[src/design/dali_colour_command_unit_macros.svh]
// Assertion macros for the DALI colour command unit.
// No dependencies; included by files that carry concurrent checks.
`ifndef DALI_COLOUR_COMMAND_UNIT_MACROS_SVH
`define DALI_COLOUR_COMMAND_UNIT_MACROS_SVH

// same-cycle implication, reset gated
`define DCC_ASSERT_IMP(lbl, clk, rst_n, ante, cons, msg) \
  lbl: assert property (@(posedge clk) disable iff (!rst_n) (ante) |-> (cons)) \
    else $error(msg);

// next-cycle implication, reset gated
`define DCC_ASSERT_NXT(lbl, clk, rst_n, ante, cons, msg) \
  lbl: assert property (@(posedge clk) disable iff (!rst_n) (ante) |=> (cons)) \
    else $error(msg);

`endif

[src/design/dcc_pkg.sv]
// Shared types and constants for the DALI colour command unit.
// No dependencies; used by every module of the block.
package dcc_pkg;

  typedef enum logic [3:0] {
    KindActivate    = 4'd0,
    KindSetRgb      = 4'd1,
    KindSetWhite    = 4'd2,
    KindSetTc       = 4'd3,
    KindCooler      = 4'd4,
    KindWarmer      = 4'd5,
    KindCopy        = 4'd6,
    KindQryGear     = 4'd7,
    KindQryStatus   = 4'd8,
    KindQryTypeFeat = 4'd9,
    KindQryValue    = 4'd10,
    KindQryRgbwaf   = 4'd11,
    KindQryAssigned = 4'd12,
    KindNone        = 4'd13
  } kind_e;

  localparam int unsigned CfgIdxW = 4;
  localparam logic [CfgIdxW-1:0] CfgStepMirek   = 4'd0;
  localparam logic [CfgIdxW-1:0] CfgTypeFeature = 4'd1;

  localparam logic [7:0] StepMirekRst   = 8'd10;
  localparam logic [7:0] TypeFeatureRst = 8'd130;

  localparam logic [15:0] MirekMin = 16'd154;
  localparam logic [15:0] MirekMax = 16'd370;

  localparam logic [15:0] GainRed   = 16'd94;
  localparam logic [15:0] GainGreen = 16'd30;
  localparam logic [15:0] GainBlue  = 16'd174;
  localparam logic [15:0] GainWhite = 16'd54;
  localparam logic [7:0]  BaseRed   = 8'd160;
  localparam logic [7:0]  BaseGreen = 8'd210;
  localparam logic [7:0]  BaseBlue  = 8'd254;
  localparam logic [7:0]  BaseWhite = 8'd200;

  // x / 216 == ((x >> 3) * 4855) >> 17 for x below 2^16 / 1.7
  localparam logic [12:0] SpanRecip = 13'd4855;

  localparam logic [7:0] RplGear       = 8'h00;
  localparam logic [7:0] RplStatusTc   = 8'h01;
  localparam logic [7:0] RplStatusRgb  = 8'h04;
  localparam logic [7:0] RplRgbwaf     = 8'h0F;
  localparam logic [7:0] RplAssigned   = 8'hFF;
  localparam logic [7:0] RplUnknown    = 8'hFF;
  localparam logic [7:0] RplChanCount  = 8'd4;
  localparam logic [7:0] SelChanCount  = 8'd64;
  localparam logic [5:0] SelActualBase = 6'b111100;

  typedef struct packed {
    logic [3:0] kind;
    logic [7:0] transfer_low;
    logic [7:0] transfer_mid;
    logic [7:0] transfer_high;
    logic [7:0] actual_red;
    logic [7:0] actual_green;
    logic [7:0] actual_blue;
    logic [7:0] actual_white;
  } cmd_t;

  typedef struct packed {
    logic [7:0] red;
    logic [7:0] green;
    logic [7:0] blue;
    logic [7:0] white;
  } levels_t;

  typedef struct packed {
    levels_t     staged;
    logic [15:0] temp_mirek;
    logic        reply_valid;
    logic [7:0]  reply_byte;
    logic        start_fade;
  } result_t;

endpackage

[src/design/dali_colour_command_unit.sv]
// DALI colour command unit: accepted commands are executed from the input register into the
// result register. Throughput one command per cycle unless the output stalls; the execute
// stage updates staged levels and mired in the same cycle it loads the result register.
// Reset: staged levels and mired zero, step 10 mired, type features 130.
// Uses dcc_pkg, dcc_in_reg, dcc_levels and dali_colour_command_unit_macros.svh.
`include "dali_colour_command_unit_macros.svh"

module dali_colour_command_unit (
  input  logic                        clk_i,
  input  logic                        rst_ni,
  input  logic                        cfg_we_i,
  input  logic [dcc_pkg::CfgIdxW-1:0] cfg_index_i,
  input  logic [7:0]                  cfg_data_i,
  input  logic                        in_valid_i,
  output logic                        in_stall_o,
  input  logic [3:0]                  kind_i,
  input  logic [7:0]                  transfer_low_i,
  input  logic [7:0]                  transfer_mid_i,
  input  logic [7:0]                  transfer_high_i,
  input  logic [7:0]                  actual_red_i,
  input  logic [7:0]                  actual_green_i,
  input  logic [7:0]                  actual_blue_i,
  input  logic [7:0]                  actual_white_i,
  output logic                        out_valid_o,
  input  logic                        out_stall_i,
  output logic [7:0]                  staged_red_o,
  output logic [7:0]                  staged_green_o,
  output logic [7:0]                  staged_blue_o,
  output logic [7:0]                  staged_white_o,
  output logic [15:0]                 temp_mirek_o,
  output logic                        reply_valid_o,
  output logic [7:0]                  reply_byte_o,
  output logic                        start_fade_o
);

  dcc_pkg::cmd_t    cmd_in, cmd;
  logic             cmd_valid;
  logic             advance;

  logic [7:0]       step_q;
  logic [7:0]       features_q;
  dcc_pkg::levels_t staged_q, staged_d;
  logic [15:0]      mirek_q, mirek_d;
  logic             out_valid_q, out_valid_d;
  dcc_pkg::result_t res_q, res_d;

  logic [16:0]      cooler_lim, warmer_sum;
  logic [15:0]      cooler_val, warmer_val;
  logic [15:0]      lvl_mirek;
  dcc_pkg::levels_t lvl;
  logic [7:0]       actual_sel;

  assign cmd_in = '{kind: kind_i, transfer_low: transfer_low_i,
                    transfer_mid: transfer_mid_i, transfer_high: transfer_high_i,
                    actual_red: actual_red_i, actual_green: actual_green_i,
                    actual_blue: actual_blue_i, actual_white: actual_white_i};

  assign advance = cmd_valid && (!out_valid_q || !out_stall_i);

  dcc_in_reg u_in_reg (
    .clk_i      (clk_i),
    .rst_ni     (rst_ni),
    .in_valid_i (in_valid_i),
    .in_stall_o (in_stall_o),
    .cmd_i      (cmd_in),
    .advance_i  (advance),
    .valid_o    (cmd_valid),
    .cmd_o      (cmd)
  );

  // step arithmetic
  assign cooler_lim = {1'b0, dcc_pkg::MirekMin} + {9'b0, step_q};
  assign warmer_sum = {1'b0, mirek_q} + {9'b0, step_q};
  assign cooler_val = ({1'b0, mirek_q} > cooler_lim) ? (mirek_q - {8'b0, step_q})
                                                      : dcc_pkg::MirekMin;
  assign warmer_val = (warmer_sum < {1'b0, dcc_pkg::MirekMax}) ? warmer_sum[15:0]
                                                                : dcc_pkg::MirekMax;

  always_comb begin
    case (dcc_pkg::kind_e'(cmd.kind))
      dcc_pkg::KindCooler: lvl_mirek = cooler_val;
      dcc_pkg::KindWarmer: lvl_mirek = warmer_val;
      default:             lvl_mirek = {cmd.transfer_mid, cmd.transfer_low};
    endcase
  end

  dcc_levels u_levels (
    .mirek_i  (lvl_mirek),
    .levels_o (lvl)
  );

  always_comb begin
    case (cmd.transfer_low[1:0])
      2'd0:    actual_sel = cmd.actual_red;
      2'd1:    actual_sel = cmd.actual_green;
      2'd2:    actual_sel = cmd.actual_blue;
      default: actual_sel = cmd.actual_white;
    endcase
  end

  always_comb begin
    staged_d          = staged_q;
    mirek_d           = mirek_q;
    res_d.reply_valid = 1'b0;
    res_d.reply_byte  = '0;
    res_d.start_fade  = 1'b0;
    case (dcc_pkg::kind_e'(cmd.kind))
      dcc_pkg::KindActivate: begin
        res_d.start_fade = 1'b1;
      end
      dcc_pkg::KindSetRgb: begin
        staged_d.red   = cmd.transfer_low;
        staged_d.green = cmd.transfer_mid;
        staged_d.blue  = cmd.transfer_high;
        mirek_d        = '0;
      end
      dcc_pkg::KindSetWhite: begin
        staged_d.white = cmd.transfer_low;
      end
      dcc_pkg::KindSetTc: begin
        mirek_d  = lvl_mirek;
        staged_d = lvl;
      end
      dcc_pkg::KindCooler, dcc_pkg::KindWarmer: begin
        if (mirek_q != '0) begin
          mirek_d  = lvl_mirek;
          staged_d = lvl;
        end
      end
      dcc_pkg::KindCopy: begin
        staged_d = '{red: cmd.actual_red, green: cmd.actual_green,
                     blue: cmd.actual_blue, white: cmd.actual_white};
      end
      dcc_pkg::KindQryGear: begin
        res_d.reply_valid = 1'b1;
        res_d.reply_byte  = dcc_pkg::RplGear;
      end
      dcc_pkg::KindQryStatus: begin
        res_d.reply_valid = 1'b1;
        res_d.reply_byte  = (mirek_q != '0) ? dcc_pkg::RplStatusTc : dcc_pkg::RplStatusRgb;
      end
      dcc_pkg::KindQryTypeFeat: begin
        res_d.reply_valid = 1'b1;
        res_d.reply_byte  = features_q;
      end
      dcc_pkg::KindQryValue: begin
        res_d.reply_valid = 1'b1;
        if (cmd.transfer_low == dcc_pkg::SelChanCount) begin
          res_d.reply_byte = dcc_pkg::RplChanCount;
        end else if (cmd.transfer_low[7:2] == dcc_pkg::SelActualBase) begin
          res_d.reply_byte = actual_sel;
        end else begin
          res_d.reply_byte = dcc_pkg::RplUnknown;
        end
      end
      dcc_pkg::KindQryRgbwaf: begin
        res_d.reply_valid = 1'b1;
        res_d.reply_byte  = dcc_pkg::RplRgbwaf;
      end
      dcc_pkg::KindQryAssigned: begin
        res_d.reply_valid = 1'b1;
        res_d.reply_byte  = dcc_pkg::RplAssigned;
      end
      default: begin
      end
    endcase
    res_d.staged     = staged_d;
    res_d.temp_mirek = mirek_d;
  end

  always_comb begin
    out_valid_d = out_valid_q && out_stall_i;
    if (advance) begin
      out_valid_d = 1'b1;
    end
  end

  always_ff @(posedge clk_i or negedge rst_ni) begin
    if (!rst_ni) begin
      step_q     <= dcc_pkg::StepMirekRst;
      features_q <= dcc_pkg::TypeFeatureRst;
    end else if (cfg_we_i) begin
      if (cfg_index_i == dcc_pkg::CfgStepMirek) begin
        step_q <= cfg_data_i;
      end else if (cfg_index_i == dcc_pkg::CfgTypeFeature) begin
        features_q <= cfg_data_i;
      end
    end
  end

  always_ff @(posedge clk_i or negedge rst_ni) begin
    if (!rst_ni) begin
      staged_q    <= '0;
      mirek_q     <= '0;
      out_valid_q <= 1'b0;
    end else begin
      out_valid_q <= out_valid_d;
      if (advance) begin
        staged_q <= staged_d;
        mirek_q  <= mirek_d;
      end
    end
  end

  always_ff @(posedge clk_i) begin
    if (advance) begin
      res_q <= res_d;
    end
  end

  assign out_valid_o    = out_valid_q;
  assign staged_red_o   = res_q.staged.red;
  assign staged_green_o = res_q.staged.green;
  assign staged_blue_o  = res_q.staged.blue;
  assign staged_white_o = res_q.staged.white;
  assign temp_mirek_o   = res_q.temp_mirek;
  assign reply_valid_o  = res_q.reply_valid;
  assign reply_byte_o   = res_q.reply_byte;
  assign start_fade_o   = res_q.start_fade;

  `DCC_ASSERT_IMP(a_stall_cause, clk_i, rst_ni, in_stall_o, out_valid_o && out_stall_i, "input stalled without output backpressure")
  `DCC_ASSERT_IMP(a_fade_no_reply, clk_i, rst_ni, out_valid_o, !(start_fade_o && reply_valid_o), "start strobe together with reply")
  `DCC_ASSERT_IMP(a_quiet_reply, clk_i, rst_ni, out_valid_o && !reply_valid_o, reply_byte_o == 8'h00, "reply byte set without reply")
  `DCC_ASSERT_NXT(a_result_follows, clk_i, rst_ni, advance, out_valid_o, "executed command produced no result")

endmodule

[src/design/dcc_in_reg.sv]
// Input register for the colour command unit: holds one command transaction.
// Depends on dcc_pkg for the command type.
module dcc_in_reg (
  input  logic          clk_i,
  input  logic          rst_ni,
  input  logic          in_valid_i,
  output logic          in_stall_o,
  input  dcc_pkg::cmd_t cmd_i,
  input  logic          advance_i,
  output logic          valid_o,
  output dcc_pkg::cmd_t cmd_o
);

  logic          valid_q, valid_d;
  dcc_pkg::cmd_t cmd_q;
  logic          accept;

  assign in_stall_o = valid_q && !advance_i;
  assign accept     = in_valid_i && !in_stall_o;

  always_comb begin
    valid_d = valid_q;
    if (accept) begin
      valid_d = 1'b1;
    end else if (advance_i) begin
      valid_d = 1'b0;
    end
  end

  always_ff @(posedge clk_i or negedge rst_ni) begin
    if (!rst_ni) begin
      valid_q <= 1'b0;
    end else begin
      valid_q <= valid_d;
    end
  end

  always_ff @(posedge clk_i) begin
    if (accept) begin
      cmd_q <= cmd_i;
    end
  end

  assign valid_o = valid_q;
  assign cmd_o   = cmd_q;

endmodule

[src/design/dcc_levels.sv]
// Maps a colour temperature in mired to four channel levels (clamp, scale, /216).
// Depends on dcc_pkg for constants and the level type.
module dcc_levels (
  input  logic [15:0]      mirek_i,
  output dcc_pkg::levels_t levels_o
);

  function automatic logic [7:0] div_span(input logic [15:0] p);
    logic [25:0] prod;
    prod = 26'(p[15:3]) * 26'(dcc_pkg::SpanRecip);
    return prod[24:17];
  endfunction

  logic [15:0] clamped;
  logic [15:0] m;
  logic [15:0] p_red, p_green, p_blue, p_white;

  always_comb begin
    if (mirek_i < dcc_pkg::MirekMin) begin
      clamped = dcc_pkg::MirekMin;
    end else if (mirek_i > dcc_pkg::MirekMax) begin
      clamped = dcc_pkg::MirekMax;
    end else begin
      clamped = mirek_i;
    end
  end

  assign m       = clamped - dcc_pkg::MirekMin;
  assign p_red   = m * dcc_pkg::GainRed;
  assign p_green = m * dcc_pkg::GainGreen;
  assign p_blue  = m * dcc_pkg::GainBlue;
  assign p_white = m * dcc_pkg::GainWhite;

  assign levels_o.red   = dcc_pkg::BaseRed   + div_span(p_red);
  assign levels_o.green = dcc_pkg::BaseGreen - div_span(p_green);
  assign levels_o.blue  = dcc_pkg::BaseBlue  - div_span(p_blue);
  assign levels_o.white = dcc_pkg::BaseWhite + div_span(p_white);

endmodule

[config.mk]
export PLATFORM = sky130hd
export DESIGN_NAME = dali_colour_command_unit
export DESIGN_NICKNAME = d
export VERILOG_FILES = /design/src/design/dcc_pkg.sv /design/src/design/dali_colour_command_unit.sv /design/src/design/dcc_in_reg.sv /design/src/design/dcc_levels.sv
export VERILOG_INCLUDE_DIRS = /design/src /design/src/design
export SDC_FILE = /design/constraint.sdc
export NUM_CORES = 1
export LEC_CHECK = 0
export ABC_AREA = 1
export CORE_MARGIN = 10
export CORE_UTILIZATION = 67
export CTS_BUF_LIST = sky130_fd_sc_hd__clkbuf_4 sky130_fd_sc_hd__clkbuf_8 sky130_fd_sc_hd__clkbuf_16
export CTS_CLUSTER_DIAMETER = 100
export DETAILED_ROUTE_END_ITERATION = 16
export DONT_BUFFER_PORTS = 1
export HOLD_SLACK_MARGIN = 0.12
export PLACE_DENSITY = 0.83
export SLEW_MARGIN = 0
export SYNTH_ARGS = -nofsm -noshare
export SYNTH_HDL_FRONTEND = slang
export SYNTH_SLANG_ARGS = --single-unit
[constraint.sdc]
create_clock -name clk_i -period 15.6 [get_ports clk_i]
set_input_delay 2.34 -clock clk_i [delete_from_list [all_inputs] [get_ports clk_i]]
set_output_delay 2.34 -clock clk_i [all_outputs]
set_load 0.02 [all_outputs]
==> flow_summary.ini, run 1 <==
[outcome]
status = finished, final reports clean

[setup_path]
slowest_delay_ns = 0.62
crit_path_frequent_cell = nand2_1
critPathSlowestCell = fa_1
start_kind = register
endpoint_kind = register
arrival_ns = 14.74
cp_max_fo = 11
crit_family = adder cells
cp_num_buf_inv = 11
critical_path_class = reg -> reg
cp.required_ns = 15.99

[floorplanning]
fp.dieW_microns = 225
die-area_sq_um = 50600
start_util = 0.682
dieHeight_microns = 225
num_rows = 74
io_pins = 137
coreArea_sq_um = 41200

[grt]
grt_pass1_wl_microns = 118000
grt_overflow = 0
grt_max_degree = 107
grt_pass1_vias = 22900
antenna_found_initial = 3
grt.total_usage = 0.292

[routing]
drc = 0
wl_per_cell_microns = 19.4
drt-initial-drc-count = 1763
first_pass_iters = 9
vias = 21200
final_antenna_net_count = 0
routed_wl_microns = 71800
viasPerCell = 5.71

[place]
port_buffers = 0
dp.cells = 3665
place_congestion = 1.03
dpl.hpwl_microns = 60600

[yosys]
ys_warn_count = 0
postSynthCellCount = 3133
synth_seq_cells = 184
synthesis.area_sq_um = 28100
synth_ff_type = edfxtp_1
synthArstFlopShare = 0.359
synthDistinctLibCells = 64
synth_edf_count = 118
avgSynthCellArea_sq_um = 8.97
yosysSeqAreaShare = 0.185

[cells_and_area]
nNetsFinal = 4057
regArea_sq_um = 5200
fillCellCount = 3046
drive_gt1_frac = 0.0413
multiInputGateArea_sq_um = 19700
fin_util = 0.717
fin_cells = 3705
area_growth_pct = 5.02

[cts]
cts_sinks = 184
clkTransAtPathRegs_ns = 0.08
cts_root_buf = clkbuf_16
htree_levels = 4
numCtsBuffers = 17
clock_path_buffers = 2
cts_tree = built
insertion_delay_ns = 0.46

[min_path]
min_path_type = reg -> reg

[sta]
clock_skew_ns = 0.0230
hold_violations = 0
timing.setup.tns_ns = 0
drv_slew = 0
relSlewSlack = 0.226
worst_slew_pin_slew_ns = 1.16
setup_viol = 0
timing.final.crit_period_ns = 14.35
period_share = 0.920
timing.fmax_mhz = 69.7

[job]
drv_cap = 0
-- final timing paths --
path	startpoint	end	slack (ns)	cells past startpoint
max in group asynchronous	rst_ni	step_q[3]	13.80	0
max reg2reg	step_q[3]	staged_q[23]	1.25	70
max	step_q[3]	staged_q[23]	1.25	70
min	staged_q[4]	staged_q[4]	0.49	2
min reg2reg	staged_q[4]	staged_q[4]	0.49	2
min in group asynchronous	rst_ni	staged_q[30]	1.58	0
-- through the flow --
stage | hold WS [ns] | setup slack (ns) | cell area [sq um]
2_1_floorplan | 0.443 | 2.55 | 28200
3_3_place_gp | 0.457 | 1.17 | 28800
3_5_place_dp | 0.460 | 0.781 | 28800
4_1_cts | 0.481 | 0.553 | 29400
5_1_grt | 0.501 | -0.0224 | 29500
6_report | 0.489 | 1.25 | 29500
-- flip-flops by register name, indices dropped and copies added (netlist names) --
name,flops
u_in_reg.valid_o,1
mirek_q,16
staged_red_o,8
staged_green_o,8
step_q,8
staged_blue_o,8
reply_byte_o,8
reply_valid_o,1
staged_q,32
temp_mirek_o,16
staged_white_o,8
features_q,8
out_valid_o,1
u_in_reg.cmd_o,60
start_fade_o,1
-- cell families (layout without fill, tap and decap cells) --
| logic type | count (synthesis) | in the layout | share of synthesized area |
|---|---|---|---|
| buffers and inverters | 894 | 906 | 0.120 |
| adders and majority gates | 822 | 822 | 0.463 |
| and+or+nand+nor | 722 | 722 | 0.112 |
| AOI/OAI and AO/OA | 400 | 400 | 0.0864 |
| DFF | 184 | 184 | 0.185 |
| xor gates and xnor gates | 109 | 109 | 0.0340 |
| other | 2 | 30 | 0.000267 |
-- metal layers --
layer,GRT usage,up-vias,routed length (microns)
met2,0.514,716,35700
met3,0.0569,138,4990
met5,0,-,8
li1,-,9889,-
met4,0.0921,2,2190
met1,0.356,10400,28900
-- worst min-delay path: cells and delay by family, from the launching register on --
| family | cells | cell delay (ns) |
|---|---|---|
| flip-flops | 1 | 0.35 |
| AND/OR/NAND/NOR | 2 | 0.11 |
-- final cells by class --
type,count,area share
antenna,2,0.000170
clock buffer,17,0.0144
clock inverter,15,0.00648
inverter,854,0.109
multi-input combinational,2081,0.666
sequential,184,0.176
tap,532,0.0225
timing repair buffer,20,0.00509
-- cells in the final DEF (no fill, tap or decap), types with 23 or more instances in the layout --
| master | netlist | layout |
|---|---|---|
| inv_1 | 836 | 832 |
| o21ai_0 | 118 | 116 |
| dfrtp_1 | 62 | 62 |
| o21bai_1 | 23 | 23 |
| nor2_1 | 109 | 105 |
| fa_1 | 363 | 363 |
| edfxtp_1 | 118 | 118 |
| a221oi_1 | 26 | 26 |
| xor2_1 | 86 | 85 |
| conb_1 | 2 | 28 |
| nand2_1 | 422 | 422 |
| ha_1 | 459 | 458 |
| nand3_1 | 101 | 101 |
| a21oi_1 | 119 | 119 |
-- synthesized netlist by cell type, types with 25 or more instances --
master    count  share of area
a21oi_1     119          0.021
a221oi_1     26         0.0081
clkbuf_1     25         0.0033
dfrtp_1      62          0.055
edfxtp_1    118           0.13
fa_1        363           0.26
ha_1        459           0.20
inv_1       836           0.11
nand2_1     422          0.056
nand3_1     101          0.018
nor2_1      109          0.015
o21ai_0     118          0.021
xor2_1       86          0.027
-- timing repair --
action                                  CTS  global route
gates resized for setup                   0            11
buffers inserted                          0             6
hold buffers                              0             0
endpoints found under the setup margin    0            19
Power of run 1 is left out: the tool's default activity adds up to more than one toggle a clock period on the data nets, which glitch-free logic cannot reach.
==> inputs of run 2 (changes only) <==
- BUFFER_PORTS_ARGS: not set -> -buffer_cell sky130_fd_sc_hd__buf_4
- CORE_UTILIZATION: 67 -> 65
- DONT_BUFFER_PORTS: 1 -> not set
- PLACE_DENSITY: 0.83 -> 0.84
==> run 2 against run 1 <==
  * Non-clock buffer count grew 134
  * Final cell count grew 5.0%
  * Critical path depth shrank 2
  * Sequential share of layout area shrank 0.63 points
  * Critical path type unchanged
  * Largest cell class unchanged
  * Highest routed layer is now met4
==> flow_summary.ini, run 2 (same netlist as run 1, synthesis figures left out) <==
[cells_and_area]
nNetsFinal = 4191
fin_util = 0.714
area_growth_pct = 8.90
layout_common_cells = 833 x inv_1, 458 x ha_1, 422 x nand2_1
drive_gt1_frac = 0.0796
layout_commonest_cell = inv_1
fin_cells = 3890
largest_reg_flops = 60
regArea_sq_um = 5200
fillCellCount = 3107
multiInputGateArea_sq_um = 19700
diodes = 0

[setup_path]
endpoint_kind = register
critPathSlowestCell = dfstp_2
start_kind = register
cp_max_fo = 11
critical_path_class = reg -> reg
arrival_ns = 14.85
slowest_delay_ns = 0.60
cp.required_ns = 15.96
r2r_slack_ns = 1.11

[sta]
clock_skew_ns = 0.0136
timing.final.crit_period_ns = 14.49
hold_violations = 0
setup_viol = 0
drv_slew = 0
period_share = 0.929
worst_slack_ns = 1.11
timing.fmax_mhz = 69.0
worst_slew_pin_slew_ns = 1.01
relSlewSlack = 0.325

[grt]
grtUsageMet3 = 0.0438
grt_pass1_vias = 23500
grt_use_met1 = 0.348
antenna_found_initial = 0
grtUsageMet2 = 0.499
grt_overflow = 0
grt.total_usage = 0.286
grt_pass1_wl_microns = 121000
busiest_layer = met2
grt_max_degree = 88

[routing]
drt-initial-drc-count = 1790
drc = 0
wl_per_cell_microns = 19.0
first_pass_iters = 8
routed_wl_microns = 73900
vias = 21900
final_antenna_net_count = 0
viasPerCell = 5.64

[floorplanning]
dieHeight_microns = 228
die-area_sq_um = 52000
coreArea_sq_um = 42900
start_util = 0.656
io_pins = 137
fp.dieW_microns = 228
num_rows = 76

[cts]
htree_levels = 4
numCtsBuffers = 17
cts_sinks = 184
cts_tree = built
cts_root_buf = clkbuf_16
clkTransAtPathRegs_ns = 0.08
insertion_delay_ns = 0.45
clock_path_buffers = 2

[outcome]
status = finished, final reports clean

[place]
dp.cells = 3855
dpl.hpwl_microns = 62300
port_buffers = 136
place_ws_ns = 0.653
place_congestion = 1.04

[job]
drv_cap = 0

[min_path]
min_path_type = reg -> reg
## run 2: critical path, delay by kind of cell (launching register included)
family	cells	cell delay, ns
buffers and inverters	13	1.52
AND/OR/NAND/NOR	20	2.82
XOR/XNOR	4	1.35
AO/OA/AOI/OAI	18	2.91
adder cells (fa/ha/maj)	13	5.21
flip-flops	1	0.60
## run 2: metrics by stage
stage | cell area, sq um | hold WS, ns | setup TNS [ns]
floorplan | 28200 | 0.443 | 0
global placement | 29900 | 0.461 | 0
detailed placement | 29900 | 0.475 | 0
CTS | 30600 | 0.503 | 0
global route | 30600 | 0.520 | -0.0386
finish | 30600 | 0.503 | 0
## run 2: per-layer routing
layer | vias to the layer above | routed length, microns | share of wire
li1 | 10200 | - | -
met1 | 10700 | 29300 | 0.40
met2 | 844 | 36900 | 0.50
met3 | 208 | 4570 | 0.062
met4 | 0 | 3140 | 0.042
met5 | - | 0 | 0
## run 2: final timing paths
| kind | cells past startpoint | startpoint | to |
|---|---|---|---|
| min in group asynchronous | 1 | rst_ni | staged_q[9] |
| worst max-delay path | 68 | step_q[1] | staged_q[14] |
| worst max register to register | 68 | step_q[1] | staged_q[14] |
| worst min-delay path | 2 | staged_q[17] | staged_q[17] |
| max in group asynchronous | 1 | rst_ni | mirek_q[10] |
| worst min register to register | 2 | staged_q[17] | staged_q[17] |
## run 2: layout make-up
class,count,area share
Clock buffer,17,0.0139
Clock inverter,15,0.00711
Inverter,854,0.105
Multi-Input combinational cell,2081,0.643
Sequential cell,184,0.170
Tap cell,585,0.0239
Timing Repair Buffer,154,0.0378
## run 2: repair_timing
action | in CTS | in global routing
gates resized for setup | 0 | 8
buffers inserted | 0 | 3
hold buffers | 0 | 0
setup endpoints to repair | 0 | 19
Power of run 2 is left out for the same reason.
